--- config.mk ---
export PLATFORM = sky130hd
export DESIGN_NAME = iaa_sat
export DESIGN_NICKNAME = d
export VERILOG_FILES = /design/src/hw/rtl/iaa_sat.sv
export SDC_FILE = /design/constraint.sdc
export NUM_CORES = 1
export LEC_CHECK = 0
export ABC_AREA = 1
export ABC_CLOCK_PERIOD_IN_PS = 1290
export BUFFER_PORTS_ARGS = -buffer_cell sky130_fd_sc_hd__buf_4
export CELL_PAD_IN_SITES_DETAIL_PLACEMENT = 1
export CELL_PAD_IN_SITES_GLOBAL_PLACEMENT = 1
export CORE_AREA = 2 2 75 77
export DETAILED_ROUTE_END_ITERATION = 10
export DIE_AREA = 0 0 77 79
export PLACE_DENSITY_LB_ADDON = 0.1
export SLEW_MARGIN = 25
export SYNTH_ARGS = -nofsm -noshare
export SYNTH_HDL_FRONTEND = slang
export SYNTH_SLANG_ARGS = --single-unit
--- constraint.sdc ---
create_clock -name vclk -period 1.29
set_input_delay 0.129 -clock vclk [all_inputs]
set_output_delay 0.129 -clock vclk [all_outputs]
set_load 0.02 [all_outputs]
--- src/hw/rtl/iaa_sat.sv ---
// magnitude + sign -> saturated signed value
module iaa_sat #(
   parameter int VALUE_WIDTH = 32,
   parameter int MAG_WIDTH   = 32
) (
   input  logic [MAG_WIDTH-1:0]          mag,
   input  logic                          neg,
   input  logic                          ovf,
   output logic signed [VALUE_WIDTH-1:0] value
);

   localparam int W  = VALUE_WIDTH;
   localparam int MW = MAG_WIDTH;
   localparam logic [MW-1:0] HALF = MW'(1) << (W - 1);
   localparam logic signed [W-1:0] VMAX = {1'b0, {(W-1){1'b1}}};
   localparam logic signed [W-1:0] VMIN = {1'b1, {(W-1){1'b0}}};

   logic over;

   always_comb begin
      over = neg ? (mag > HALF) : (mag >= HALF);
      if (ovf || over) begin
         value = neg ? VMIN : VMAX;
      end else if (neg) begin
         value = -$signed(mag[W-1:0]);
      end else begin
         value = $signed(mag[W-1:0]);
      end
   end

endmodule

==> impl_metrics.toml <==
[setup_path]
worstPathArrival_ns = 1.52
endpoint_kind = "output port"
crit_type = "input port to output port"
crit_fanout = 3
required_ns = 1.16
start_kind = "input port"

[flow_run]
maxCapViolations = 0

[global_routing]
overflow = 0
grt_max_degree = 20
grt_pass1_vias = 2385
grt_pass1_wl_um = 10700
grt_antenna_before_repair = 0
grt_util_all_layers_pct = 20.9

[power_and_ir_drop]
peakVddDrop_v = 0.000176
power.density_mw_per_mm2 = 385
p_leak_uw = 0.00160

[outcome]
violations = "setup timing"
status = "finished, violations left"

[synth]
yosysTopAreaCell = "nand2_1"
yosysSeqAreaShare_pct = 0
synth_warnings = 0
synth_nets = 321
synth.area.top_cells = "nand2_1 (39%), nor2_1 (11%), inv_1 (6.8%)"
ys_types = 21
synthCells = 286
netlist_area_mm2 = 0.00132
synth.avg_cell_area_um2 = 4.62
yosys.area.top_type_share_pct = 39.5

[min_path]
min_from = "mag[10]"
hold_path_end = "value[10]"
hp-class = "input port to output port"
holdPathStages = 5

[layout]
fin_nets = 458
clock_buffer_count = 0
final_cell_mix = "buf_4 (86), nand2_1 (80), nand2_2 (51), buf_6 (51), nor2_4 (26)"
final_cell_area_mm2 = 0.00324
drive_gt1_share_pct = 62.2
final_cells = 493
seq_cell_count = 0
final_common_cell = "buf_4"
multi_input_area_mm2 = 0.00173
n_antenna_cell = 0
regArea_um2 = 0
syn_to_final_growth_pct = 145
fill_cells = 716

[floorplanning]
core_area_mm2 = 0.00534
die_area_mm2 = 0.00608
rows = 27
die-width_um = 77
initial_utilization_pct = 24.8
die-height_um = 79
ioPinCount = 66

[place]
place_ws_ns = -0.345
dpl_cell_area_mm2 = 0.00257
gp_congestion = 0.848
io_buffers = 66
dp.cells = 480
dp_hpwl_um = 5300

[timing]
setup_tns_ns = -8.19
max_freq_ghz = 0.608
hold_viol_final = 0
max_slew_margin_pct = 70.0
hold_ws_ns = 0.703
finalMaxSlewViolations = 0
worst_slew_pin_slew_ns = 0.445
rsz0062_at_grt = "true"
setup_violations = 32
setup_ws_ns = -0.355
post-route-period-util_pct = 128
fin_crit_ns = 1.65

[detailed_routing]
vias_per_cell = 4.90
drc = 0
drtIter0Drc = 102
drt_wl_total_um = 8280
dr_total_vias = 2415
wl_per_cell_um = 16.8
ant_nets = 0
first_pass_iters = 4

[clock_tree]
cts_hold_buf = 0
-- metrics by stage --
| stage | util (%) | total power, uW |
|---|---|---|
| detailed placement | 48.2 | 976 |
| global placement | 48.2 | 954 |
| global route | 60.7 | 1320 |
| finish | 60.7 | 1250 |
| CTS | 54.8 | 1100 |
| floorplan | - | 483 |
-- routing by layer --
metal | vias up | track usage [%] | part of all wire, %
li1 | 1165 | - | -
met1 | 1172 | 22.8 | 38
met2 | 68 | 46.0 | 57
met3 | 10 | 0.341 | 3.2
met4 | 0 | 1.43 | 1.9
met5 | - | 0 | 0
-- layout make-up --
cell class | count | area share, %
inverter | 24 | 2.93
multi-input combinational | 254 | 53.2
tap | 72 | 2.78
timing repair buffer | 143 | 41.0
-- kinds of logic after synthesis --
group | after synthesis | share of synthesized area (%)
buffers and inverters | 33 | 10.7
xor gates and xnor gates | 17 | 11.3
adders and majority gates | 1 | 0.946
and+or+nand+nor | 214 | 67.9
AOI/OAI and AO/OA | 21 | 9.18
-- what timing repair did --
item	4_1_cts	5_1_grt
setup buffers	6	6
resized for setup	91	73
pin swaps	14	13
cloned	0	1
setup endpoints to repair	32	32
-- Yosys cell counts (all sizes together) --
master / number
o21bai: 1
xnor2: 7
a21o: 1
inv: 24
nand3: 14
a21oi: 4
nand4: 9
nand2: 142
xor2: 10
clkbuf: 5
nor2: 47
ha: 1
nand3b: 2
buf: 4
o21ai: 15
-- worst max path at each step --
stage | start | endpoint | slack [ns] | cells past startpoint
4_1_cts | mag[1] | value[14] | -0.22 | 11
3_5_place_dp | mag[10] | value[24] | -0.35 | 10
5_1_grt | mag[27] | value[13] | -0.39 | 10
3_3_place_gp | mag[9] | value[14] | -0.30 | 10
2_1_floorplan | mag[1] | value[8] | -0.004 | 9
6_report | mag[5] | value[24] | -0.36 | 12
-- where the power goes --
part,internal [uW],total (uW),leakage [uW],switching (uW)
logic,591,1250,0.00160,655
registers,0,0,0,0
clock network,0,0,0,0
-- critical path, cell delays in order --
cell and delay [ns]:
buf_8 0.10, nor2_4 0.14, nand2_2 0.10, nor2_4 0.19, buf_4 0.14, nand3_1 0.13, nand2_1 0.15, nand2_1 0.09
nand2_1 0.08, nand2_1 0.07, nand2_2 0.07, buf_6 0.11
No activity file was read; power rests on OpenSTA's default activity.
